$ cat config.mk
export PLATFORM = sky130hd
export DESIGN_NAME = sha256_stream_hasher_core
export DESIGN_NICKNAME = d
export VERILOG_FILES = /design/src/hdl/sha256_pkg.sv /design/src/hdl/sha256_front.sv /design/src/hdl/sha256_back.sv /design/src/hdl/sha256_stream_hasher_core.sv
export SDC_FILE = /design/constraint.sdc
export NUM_CORES = 2
export LEC_CHECK = 0
export BUFFER_PORTS_ARGS = -buffer_cell sky130_fd_sc_hd__clkbuf_2
export CAP_MARGIN = 20
export CORE_MARGIN = 2
export CORE_UTILIZATION = 30
export CTS_BUF_LIST = sky130_fd_sc_hd__clkbuf_16
export CTS_CLUSTER_SIZE = 28
export DETAILED_ROUTE_END_ITERATION = 16
export PLACE_DENSITY = 0.53
export SLEW_MARGIN = 5
export SYNTH_ARGS = -nofsm -noshare
export SYNTH_HDL_FRONTEND = slang
export SYNTH_SLANG_ARGS = --single-unit
$ cat constraint.sdc
create_clock -name clk -period 9.4 [get_ports clk]
set_input_delay 1.41 -clock clk [delete_from_list [all_inputs] [get_ports clk]]
set_output_delay 1.41 -clock clk [all_outputs]
set_load 0.05 [all_outputs]
$ cat src/hdl/sha256_pkg.sv
// ----------------------------------------------------------------------------
// SHA-256 package
// Opcodes, constants and round functions shared by the hasher modules.
// ----------------------------------------------------------------------------
package sha256_pkg;

    typedef enum logic [1:0] {
        OP_BYTE    = 2'd0,
        OP_FINISH  = 2'd1,
        OP_RESTART = 2'd2,
        OP_NONE    = 2'd3
    } op_t;

    typedef struct packed {
        logic [1:0] kind;
        logic [7:0] data;
    } cmd_t;

    localparam int QUEUE_DEPTH = 4;

    localparam logic [255:0] IV = {
        32'h6a09e667, 32'hbb67ae85, 32'h3c6ef372, 32'ha54ff53a,
        32'h510e527f, 32'h9b05688c, 32'h1f83d9ab, 32'h5be0cd19
    };

    function automatic logic [31:0] round_k(input logic [5:0] i);
        logic [31:0] k [64];
        k = '{
            32'h428a2f98, 32'h71374491, 32'hb5c0fbcf, 32'he9b5dba5,
            32'h3956c25b, 32'h59f111f1, 32'h923f82a4, 32'hab1c5ed5,
            32'hd807aa98, 32'h12835b01, 32'h243185be, 32'h550c7dc3,
            32'h72be5d74, 32'h80deb1fe, 32'h9bdc06a7, 32'hc19bf174,
            32'he49b69c1, 32'hefbe4786, 32'h0fc19dc6, 32'h240ca1cc,
            32'h2de92c6f, 32'h4a7484aa, 32'h5cb0a9dc, 32'h76f988da,
            32'h983e5152, 32'ha831c66d, 32'hb00327c8, 32'hbf597fc7,
            32'hc6e00bf3, 32'hd5a79147, 32'h06ca6351, 32'h14292967,
            32'h27b70a85, 32'h2e1b2138, 32'h4d2c6dfc, 32'h53380d13,
            32'h650a7354, 32'h766a0abb, 32'h81c2c92e, 32'h92722c85,
            32'ha2bfe8a1, 32'ha81a664b, 32'hc24b8b70, 32'hc76c51a3,
            32'hd192e819, 32'hd6990624, 32'hf40e3585, 32'h106aa070,
            32'h19a4c116, 32'h1e376c08, 32'h2748774c, 32'h34b0bcb5,
            32'h391c0cb3, 32'h4ed8aa4a, 32'h5b9cca4f, 32'h682e6ff3,
            32'h748f82ee, 32'h78a5636f, 32'h84c87814, 32'h8cc70208,
            32'h90befffa, 32'ha4506ceb, 32'hbef9a3f7, 32'hc67178f2
        };
        return k[i];
    endfunction

    function automatic logic [31:0] ror(input logic [31:0] x, input int n);
        return (x >> n) | (x << (32 - n));
    endfunction

endpackage

$ cat src/hdl/sha256_front.sv
// ----------------------------------------------------------------------------
// SHA-256 front end
// Accepts items, drops ignored ones and queues the rest for the engine.
// ----------------------------------------------------------------------------
module sha256_front #(
    parameter int DEPTH = sha256_pkg::QUEUE_DEPTH
) (
    input  logic               clk,
    input  logic               rst_n,
    input  logic               valid,
    output logic               ready,
    input  logic [1:0]         op,
    input  logic [7:0]         data_byte,
    output logic               cmd_valid,
    input  logic               cmd_ready,
    output sha256_pkg::cmd_t   cmd
);
    localparam int AW = $clog2(DEPTH);

    sha256_pkg::cmd_t       q_reg [DEPTH];
    logic [AW-1:0]          wp_reg;
    logic [AW-1:0]          rp_reg;
    logic [AW:0]            cnt_reg;
    logic                   done_reg;
    logic                   take;
    logic                   push;
    logic                   pop;

    assign ready     = (cnt_reg != DEPTH[AW:0]);
    assign take      = valid && ready;
    assign push      = take && (op == sha256_pkg::OP_RESTART ||
                       (!done_reg && (op == sha256_pkg::OP_BYTE ||
                                      op == sha256_pkg::OP_FINISH)));
    assign cmd_valid = (cnt_reg != '0);
    assign cmd       = q_reg[rp_reg];
    assign pop       = cmd_valid && cmd_ready;

    always_ff @(posedge clk)
    begin
        if (push)
        begin
            q_reg[wp_reg].kind <= op;
            q_reg[wp_reg].data <= data_byte;
        end
    end

    always_ff @(posedge clk or negedge rst_n)
    begin
        if (!rst_n)
        begin
            wp_reg   <= '0;
            rp_reg   <= '0;
            cnt_reg  <= '0;
            done_reg <= 1'b0;
        end
        else
        begin
            if (push)
                wp_reg <= (wp_reg == AW'(DEPTH - 1)) ? '0 : wp_reg + 1'b1;
            if (pop)
                rp_reg <= (rp_reg == AW'(DEPTH - 1)) ? '0 : rp_reg + 1'b1;
            cnt_reg <= cnt_reg + (AW+1)'(push) - (AW+1)'(pop);
            if (take && op == sha256_pkg::OP_RESTART)
                done_reg <= 1'b0;
            else if (push && op == sha256_pkg::OP_FINISH)
                done_reg <= 1'b1;
        end
    end
endmodule

$ cat src/hdl/sha256_back.sv
// ----------------------------------------------------------------------------
// SHA-256 engine
// Buffers bytes, pads, runs one round per cycle and emits the digest.
// ----------------------------------------------------------------------------
module sha256_back (
    input  logic               clk,
    input  logic               rst_n,
    input  logic               cmd_valid,
    output logic               cmd_ready,
    input  sha256_pkg::cmd_t   cmd,
    output logic               out_valid,
    input  logic               out_ready,
    output logic [31:0]        digest_word,
    output logic [2:0]         word_index,
    output logic               last_word
);
    typedef enum logic [2:0] {
        S_IDLE, S_ROUND, S_ADD, S_PAD, S_EMIT
    } state_t;

    state_t          state_reg;
    logic [511:0]    buf_reg;
    logic [511:0]    w_reg;
    logic [255:0]    h_reg;
    logic [255:0]    v_reg;
    logic [63:0]     count_reg;
    logic [5:0]      round_reg;
    logic [2:0]      idx_reg;
    logic            fin_reg;
    logic            second_reg;

    logic [31:0] wt, a, b, c, d, e, f, g, hh, t1, t2, w2, w15, s0, s1;
    logic [5:0]  pos;
    logic [511:0] pad_blk;
    logic [63:0] bits;

    assign pos  = count_reg[5:0];
    assign bits = {count_reg[60:0], 3'b000};

    always_comb
    begin
        w2  = w_reg[32*14 +: 32];
        w15 = w_reg[32*1 +: 32];
        s0  = sha256_pkg::ror(w15, 7) ^ sha256_pkg::ror(w15, 18) ^ (w15 >> 3);
        s1  = sha256_pkg::ror(w2, 17) ^ sha256_pkg::ror(w2, 19) ^ (w2 >> 10);
        if (round_reg < 6'd16)
            wt = buf_reg[511 - 32*round_reg -: 32];
        else
            wt = s1 + w_reg[32*9 +: 32] + s0 + w_reg[0 +: 32];
        {a, b, c, d, e, f, g, hh} = v_reg;
        t1 = hh + (sha256_pkg::ror(e, 6) ^ sha256_pkg::ror(e, 11) ^ sha256_pkg::ror(e, 25))
             + ((e & f) ^ (~e & g)) + sha256_pkg::round_k(round_reg) + wt;
        t2 = (sha256_pkg::ror(a, 2) ^ sha256_pkg::ror(a, 13) ^ sha256_pkg::ror(a, 22))
             + ((a & b) ^ (a & c) ^ (b & c));
    end

    always_comb
    begin
        pad_blk = buf_reg;
        for (int i = 0; i < 64; i++)
        begin
            if (i == int'(pos))
                pad_blk[511 - 8*i -: 8] = 8'h80;
            else if (i > int'(pos))
                pad_blk[511 - 8*i -: 8] = 8'h00;
        end
        if (pos < 6'd56)
            pad_blk[63:0] = bits;
    end

    assign cmd_ready   = (state_reg == S_IDLE);
    assign out_valid   = (state_reg == S_EMIT);
    assign digest_word = h_reg[255 - 32*idx_reg -: 32];
    assign word_index  = idx_reg;
    assign last_word   = (idx_reg == 3'd7);

    always_ff @(posedge clk or negedge rst_n)
    begin
        if (!rst_n)
        begin
            state_reg  <= S_IDLE;
            buf_reg    <= '0;
            h_reg      <= sha256_pkg::IV;
            count_reg  <= '0;
            round_reg  <= '0;
            idx_reg    <= '0;
            fin_reg    <= 1'b0;
            second_reg <= 1'b0;
            v_reg      <= '0;
            w_reg      <= '0;
        end
        else
        begin
            unique case (state_reg)
                S_IDLE:
                begin
                    if (cmd_valid)
                    begin
                        unique case (cmd.kind)
                            sha256_pkg::OP_RESTART:
                            begin
                                buf_reg   <= '0;
                                h_reg     <= sha256_pkg::IV;
                                count_reg <= '0;
                            end
                            sha256_pkg::OP_BYTE:
                            begin
                                buf_reg[511 - 8*pos -: 8] <= cmd.data;
                                count_reg <= count_reg + 64'd1;
                                if (pos == 6'h3F)
                                begin
                                    v_reg     <= h_reg;
                                    round_reg <= '0;
                                    fin_reg   <= 1'b0;
                                    state_reg <= S_ROUND;
                                end
                            end
                            sha256_pkg::OP_FINISH:
                            begin
                                state_reg <= S_PAD;
                            end
                            default:
                            begin
                            end
                        endcase
                    end
                end
                S_PAD:
                begin
                    v_reg     <= h_reg;
                    round_reg <= '0;
                    fin_reg   <= 1'b1;
                    if (second_reg)
                    begin
                        buf_reg    <= {448'd0, bits};
                        second_reg <= 1'b0;
                    end
                    else
                    begin
                        buf_reg    <= pad_blk;
                        second_reg <= (pos >= 6'd56);
                    end
                    state_reg <= S_ROUND;
                end
                S_ROUND:
                begin
                    w_reg     <= {wt, w_reg[511:32]};
                    v_reg     <= {t1 + t2, a, b, c, d + t1, e, f, g};
                    round_reg <= round_reg + 6'd1;
                    if (round_reg == 6'd63)
                        state_reg <= S_ADD;
                end
                S_ADD:
                begin
                    for (int i = 0; i < 8; i++)
                        h_reg[32*i +: 32] <= h_reg[32*i +: 32] + v_reg[32*i +: 32];
                    idx_reg <= '0;
                    if (!fin_reg)
                        state_reg <= S_IDLE;
                    else if (second_reg)
                        state_reg <= S_PAD;
                    else
                        state_reg <= S_EMIT;
                end
                S_EMIT:
                begin
                    if (out_ready)
                    begin
                        idx_reg <= idx_reg + 3'd1;
                        if (idx_reg == 3'd7)
                            state_reg <= S_IDLE;
                    end
                end
                default:
                    state_reg <= S_IDLE;
            endcase
        end
    end
endmodule

$ cat src/hdl/sha256_stream_hasher_core.sv
// ----------------------------------------------------------------------------
// SHA-256 stream hasher
// Byte-stream SHA-256 with finish and restart commands.
// ----------------------------------------------------------------------------
// Input channel (valid/ready): op and data_byte. op 0 adds a byte, op 1 pads
// the message and emits the digest, op 2 restarts the hash. Bytes and
// finishes after a finish are dropped until a restart; op 3 is dropped.
// Output channel (valid/ready): eight digest words, word_index 0..7, with
// last_word set on the eighth.
// A four-entry queue separates the input from the engine. Every 64th byte
// starts a compression in the one-round-per-cycle compression unit; the
// engine takes no new items until it is done. A finish pads the message,
// compresses one or two blocks, then emits one digest word per cycle while
// the receiver is ready. A stalled receiver holds the current word and the
// engine; the queue keeps taking items until it fills. Reset loads the
// initial hash values and clears the count, buffer and queue.
// ----------------------------------------------------------------------------
module sha256_stream_hasher_core #(
    parameter int QDEPTH = sha256_pkg::QUEUE_DEPTH
) (
    input  logic        clk,
    input  logic        rst_n,
    input  logic        in_valid,
    output logic        in_ready,
    input  logic [1:0]  op,
    input  logic [7:0]  data_byte,
    output logic        out_valid,
    input  logic        out_ready,
    output logic [31:0] digest_word,
    output logic [2:0]  word_index,
    output logic        last_word
);
    logic             cmd_valid;
    logic             cmd_ready;
    sha256_pkg::cmd_t cmd;

    sha256_front #(.DEPTH(QDEPTH)) u_front (
        .clk       (clk),
        .rst_n     (rst_n),
        .valid     (in_valid),
        .ready     (in_ready),
        .op        (op),
        .data_byte (data_byte),
        .cmd_valid (cmd_valid),
        .cmd_ready (cmd_ready),
        .cmd       (cmd)
    );

    sha256_back u_back (
        .clk         (clk),
        .rst_n       (rst_n),
        .cmd_valid   (cmd_valid),
        .cmd_ready   (cmd_ready),
        .cmd         (cmd),
        .out_valid   (out_valid),
        .out_ready   (out_ready),
        .digest_word (digest_word),
        .word_index  (word_index),
        .last_word   (last_word)
    );
endmodule
; Word level (Yosys, flattened, before mapping)
; Memory sizes are Yosys's and may differ from the RTL's.
; Cells that the tools add are included.
[word_totals]
inputBits = 14
output_inout_bits = 38
word_cells = 618
ff_bits = 1622
mem_bits_rw = 40
memories = 2
rom_bits = 2048
[mem_list]
columns = memory, depth, word_bits, read_ports, rd_clocked_by_memory_dff, write_ports, line_no
row1 = (name not given), 64, 32, 1, 0, 0, sha256_pkg.sv:46  ; return k[i];
row2 = u_front.q_reg, 4, 10, 1, 0, 1, sha256_front.sv:20  ; sha256_pkg::cmd_t q_reg [DEPTH];
[op_classes]
bitwise = 28
n_addsub = 29
order_cmp = 67
eq_ne = 151
shifts = 4
muxes = 170
n_reduce_logical = 90
[ops]
columns = op, count
row1 = $pmux W512 S2, 2
row2 = $mux W256, 5
row3 = $mux W512, 2
row4 = $mux W8, 127
row5 = $pmux W256 S3, 1
row6 = $add A32 B32 Y32, 18
row7 = $shiftx A543 B33 Y32, 1
row8 = $shift A8 B34 Y519 const A, 1
row9 = $shiftx A8 B34 Y519, 1
row10 = $bwmux W512, 1
row11 = $pmux W256 S2, 1
row12 = $xor A32 B32 Y32, 9
row13 = $shiftx A287 B33 Y32, 1
row14 = $reduce_and A4 Y1, 66
row15 = $ne A4 B1 Y1 const B, 55
row16 = $eq A6 B6 Y1 const A, 32
row17 = $gt A6 B6 Y1 const A, 32
row18 = $and A32 B32 Y32, 5
row19 = $pmux W64 S2, 1
row20 = $eq A5 B6 Y1 const A, 16
row21 = $gt A5 B6 Y1 const A, 16
row22 = $mux W32, 3
row23 = $add A64 B1 Y64 const B, 1
row24 = $mux W64, 1
row25 = other kinds (65), 141

; Longest topological paths before layout
[depth]
depth_word = 10
mapped_depth = 44
ltp_nobuf = 43

; Modules after synthesis
; Synthesis repeated with hierarchy kept, for this count alone.
[unflattened]
hier_cells = 10738
hier_area_um2 = 99953.4
[by_module_without_submodules]
columns = mod, seq_area_each_um2, cells_each, area_each_um2, instances
row1 = sha256_back, 40483.8, 10642, 98004.0, 1
row2 = sha256_front, 1401.3, 96, 1949.4, 1

; Worst setup path after synthesis
; OpenSTA, ideal clock, no wires.
[synth_path]
path_kind = register to register
from = register u_back.round_reg[0]
to = register u_back.v_reg[255]
required_ps = 9324
path_slack_ps = 84
path_buffers = 4
path_stages_with_launch = 42
arrival_time_ps = 9240
cell_sequence = dfrtp_1 -> buf_2 -> buf_2 -> clkbuf_1 -> clkinv_1 -> ha_1 -> clkbuf_1 -> nor2b_1 -> o311ai_0 -> a21oi_1 -> a21oi_1 -> fa_1 -> inv_1 -> fa_1 -> inv_1 -> fa_1 -> inv_1 -> ha_1 -> [... 6 more ...] -> nor2b_1 -> o21bai_1 -> a21oi_1 -> xnor2_1 -> inv_1 -> fa_1 -> inv_1 -> ha_1 -> a2111oi_0 -> o21ai_0 -> a31o_2 -> a221oi_1 -> o21ai_0 -> a31oi_1 -> o21ai_0 -> a21oi_1 -> xnor3_1 -> o21ai_1
[synth_between]
elab_chain_cells = 8
word_cells_on_any_way = 12
classes_between = 4 x add/sub / 1 x order compare / 1 x shift / 4 x mux / 1 x bitwise / 1 x memory
[synth_rtl]
columns = element, line_no
row1 = from (decl), sha256_back.sv:27  ; logic [5:0] round_reg;
row2 = from (signal assigned), sha256_back.sv:149  ; round_reg <= round_reg + 6'd1;
row3 = $not A6 Y7 (not written as such), sha256_pkg.sv:46
row4 = $mem_v2 Z64 W32, --
row5 = $mux W32 (not written as such) (2 in series), sha256_pkg.sv:46
row6 = $add A32 B32 Y32, sha256_back.sv:52  ; + ((e & f) ^ (~e & g)) + sha256_pkg::round_k(round_reg) + wt;
row7 = $add A32 B32 Y32 (*), sha256_back.sv:52
row8 = $add A32 B32 Y32 (*), sha256_back.sv:148  ; v_reg <= {t1 + t2, a, b, c, d + t1, e, f, g};
row9 = $pmux W256 S3 (*), sha256_back.sv:94  ; unique case (state_reg)
row10 = to (signal assigned), sha256_back.sv:112  ; v_reg <= h_reg;
row11 = to (signal assigned), sha256_back.sv:130  ; v_reg <= h_reg;
row12 = to (signal assigned), sha256_back.sv:148
row13 = to (decl), sha256_back.sv:25  ; logic [255:0] v_reg;
; Mark *: on every way between the ends. The rest lies on a longest branch, timed or not. The select of a mux whose other input is x is not followed.
; A chain may end at the register's enable or synchronous reset.

; Final worst setup path
[layout_path]
from = register u_back.w_reg[459]
to = register u_back.v_reg[253]
[layout_between]
elab_chain_cells = 10
word_cells_on_any_way = 11
classes_between = 5 x add/sub / 2 x mux / 4 x bitwise
[layout_rtl]
columns = element, line_no
row1 = from (decl), sha256_back.sv:23  ; logic [511:0] w_reg;
row2 = from (signal assigned), sha256_back.sv:147  ; w_reg <= {wt, w_reg[511:32]};
row3 = $or A13 B32 Y32 / $or A15 B32 Y32 (equally long branches), sha256_pkg.sv:50  ; return (x >> n) | (x << (32 - n));
row4 = $xor A32 B32 Y32, sha256_back.sv:45  ; s1 = sha256_pkg::ror(w2, 17) ^ sha256_pkg::ror(w2, 19) ^ (w2 >> 10);
row5 = $xor A32 B22 Y32 (*), sha256_back.sv:45
row6 = $add A32 B32 Y32 (*) (3 in series), sha256_back.sv:49  ; wt = s1 + w_reg[32*9 +: 32] + s0 + w_reg[0 +: 32];
row7 = $mux W32 (*), sha256_back.sv:46  ; if (round_reg < 6'd16)
row8 = $add A32 B32 Y32 (*), sha256_back.sv:52
row9 = $add A32 B32 Y32 (*), sha256_back.sv:148
row10 = $pmux W256 S3 (*), sha256_back.sv:94
; Mark *: on every way between the ends. The rest lies on a longest branch, timed or not.

==> metrics <==
CTS H-tree lvls=4; failing checks=setup timing; Worst Path Max Fanout=3; Final Hold Viols=0; DRT Wirelength=369.4 mm; Seq/Total Area, Yosys=42.19%; ys async rst share=97.59%; initial DRC count=9202; final RePlAce weighted congestion=0.9501; GR Overflow Total=0; Worst Setup Path Type=register to register; Critical Path Slowest Stage Cell=fa_1; first-pass GRT wire length=549.1 mm; vias in the first global route=79592; share of Yosys cell area claimed by the top area cell type=37.38%; synthesis-stage register bit count=1659; DR vias/cell=5.414; DIE WIDTH=579.3 µm; fin crit share=101.1%; I/O Buffers=51; HP Class=register to register; Post-synth EDFFs=40; share of cells above drive strength 1=15.05%; largest stage delay on the critical path=0.51 ns; most frequent cells in the layout=2232 x nand2_1, 1475 x dfrtp_1, 913 x nor2_1; FP Rows=211; Final Setup Violations=2; Achievable Freq=0.1052 GHz; Clock Skews=0.1079 ns; Worst-path clk slew=0.06 ns; crit path DAT=10.16 ns; CTS max path bufs=4; DPL Wire Length=264.3 mm; cell area after synthesis=99290 µm²; Layout Nets=11492; Required @ worst endpoint=10.05 ns; total clock sinks=1659; die area=335600 µm²; status=finished, violations left; Most Frequent Cell on Critical Path=buf_4; area leader, netlist=dfrtp_1; Core Util, Final=34.74%; Post-synth top flop=dfrtp_1; Setup crit start kind=register; drt wl/cell=24.00 µm; antenna violations before repair=13; Worst setup EP type=register; routed vias=83340; Syn Inst Count=10678; Max Cap Viol=0; worst skew pair latency=0.91 ns; CORE AREA=329700 µm²; Final min period=9.507 ns; Post-DRT Antenna Nets=0; slew margin rel.=21.47%; Starting Density=30.11%; syn_area_per_cell=9.298 µm²; router iterations before antenna repair=9; drt drc=0; Synth area leaders=dfrtp_1 37%, nand2_1 8.5%, mux4_2 5.5%; largest net degree at the start of global routing=225; unrepaired setup endpoints after global routing=true; Post-Syn Nets=11297; Num CTS Buffers=190; Worst Hold Slack=0.4290 ns; YS warnings=0; Die H=579.3 µm; Area Overhead vs Synth=15.38%; gr usage total=21.67%; Root Driver=clkbuf_16; Final WS setup=-0.1069 ns; IO Count=52; TritonCTS clock tree=done; Synth cell types=96; final-report max-slew violation count=0; worst slew pin tran=1.174 ns; commonest non-fill, non-tap cell in the layout=nand2_1
cell usage after synthesis, types with 39 or more instances:
master,n
nand2_1,2240
dfrtp_1,1483
nor2_1,923
o21ai_0,685
clkbuf_1,608
a21oi_1,588
ha_1,409
xnor2_1,382
inv_1,319
xor2_1,243
mux4_2,242
o22ai_1,216
fa_1,196
a21o_1,191
nand3_1,167
nor3_1,156
o31ai_1,153
dfstp_2,136
o41ai_1,119
mux2_2,102
a22oi_1,96
buf_1,69
nand2b_1,66
o21bai_1,64
a22o_1,51
a31oi_1,51
and3_1,46
o21a_1,46
nor2b_1,45
mux2i_1,42
or3_1,42
edfxtp_1,40
nand4_1,39
path summary, 6_finish.rpt:
kind	cells after the start	startpoint	slack (ns)	end
max reg2reg	45	u_back.w_reg[459]	-0.11	u_back.v_reg[253]
min in group asynchronous	1	rst_n	0.46	u_back.buf_reg[0]
min reg2reg	2	u_back.w_reg[174]	0.43	u_back.w_reg[142]
min	2	u_back.w_reg[174]	0.43	u_back.w_reg[142]
max	45	u_back.w_reg[459]	-0.11	u_back.v_reg[253]
max in group asynchronous	3	rst_n	6.71	u_back.round_reg[3]
through the flow:
step                worst slack [ns]  area, µm²  setup TNS (ns)  instances
detailed placement           -0.7402     107400          -4.872      15017
finish                       -0.1069     114600         -0.1933      15394
CTS                         -0.06666     113900         -0.2784      15372
global route                 -0.5757     114500          -3.818      15390
floorplan                    0.08384      99290               0      10678
global placement             -0.8427     107400          -6.206      15016
timing repair:
action,in CTS,in global routing
endpoints found under the setup margin,19,24
hold buffers,0,0
resized for setup,105,107
pin swaps,57,77
buffers inserted,15,15
cell type report:
type                            count  area [µm²]
Fill cell                       33642      215200
Multi-Input combinational cell   8006       54650
Sequential cell                  1659       41910
Tap cell                         4366        5463
Timing Repair Buffer              691        5346
Clock buffer                      195        4880
Inverter                          325        1221
Clock inverter                    147        1074
Antenna cell                        5       12.51
logic make-up (layout without fill, tap and decap cells):
family	Yosys count	in the layout	share of synthesized area, %
xor+xnor	626	626	5.536
fa+ha+maj	622	622	9.277
other cells	0	5	0
flops	1659	1659	42.19
compound gates	2532	2532	16.15
buf+inv	1013	1358	3.843
simple gates	3840	3840	15.94
mux	386	386	7.069
routing by layer:
metal	track usage (%)	vias to the layer above	part of all wire, %
met4	6.239	18	3.2
li1	-	37650	-
met3	4.286	533	8.4
met2	30.89	3205	42
met1	32.77	41934	47
met5	0.2552	-	0.063
worst max-delay path, delay by kind of cell, from the launching register on:
kind | cells | cell delay, ns
adder cells (fa/ha/maj) | 9 | 3.51
AND/OR/NAND/NOR | 4 | 0.38
AO/OA/AOI/OAI | 17 | 2.98
flip-flops | 1 | 0.40
XOR/XNOR | 5 | 0.78
buffers and inverters | 10 | 1.18
Power is left out: the tool's default activity adds up to more than one toggle a clock period on the data nets, which glitch-free logic cannot reach.
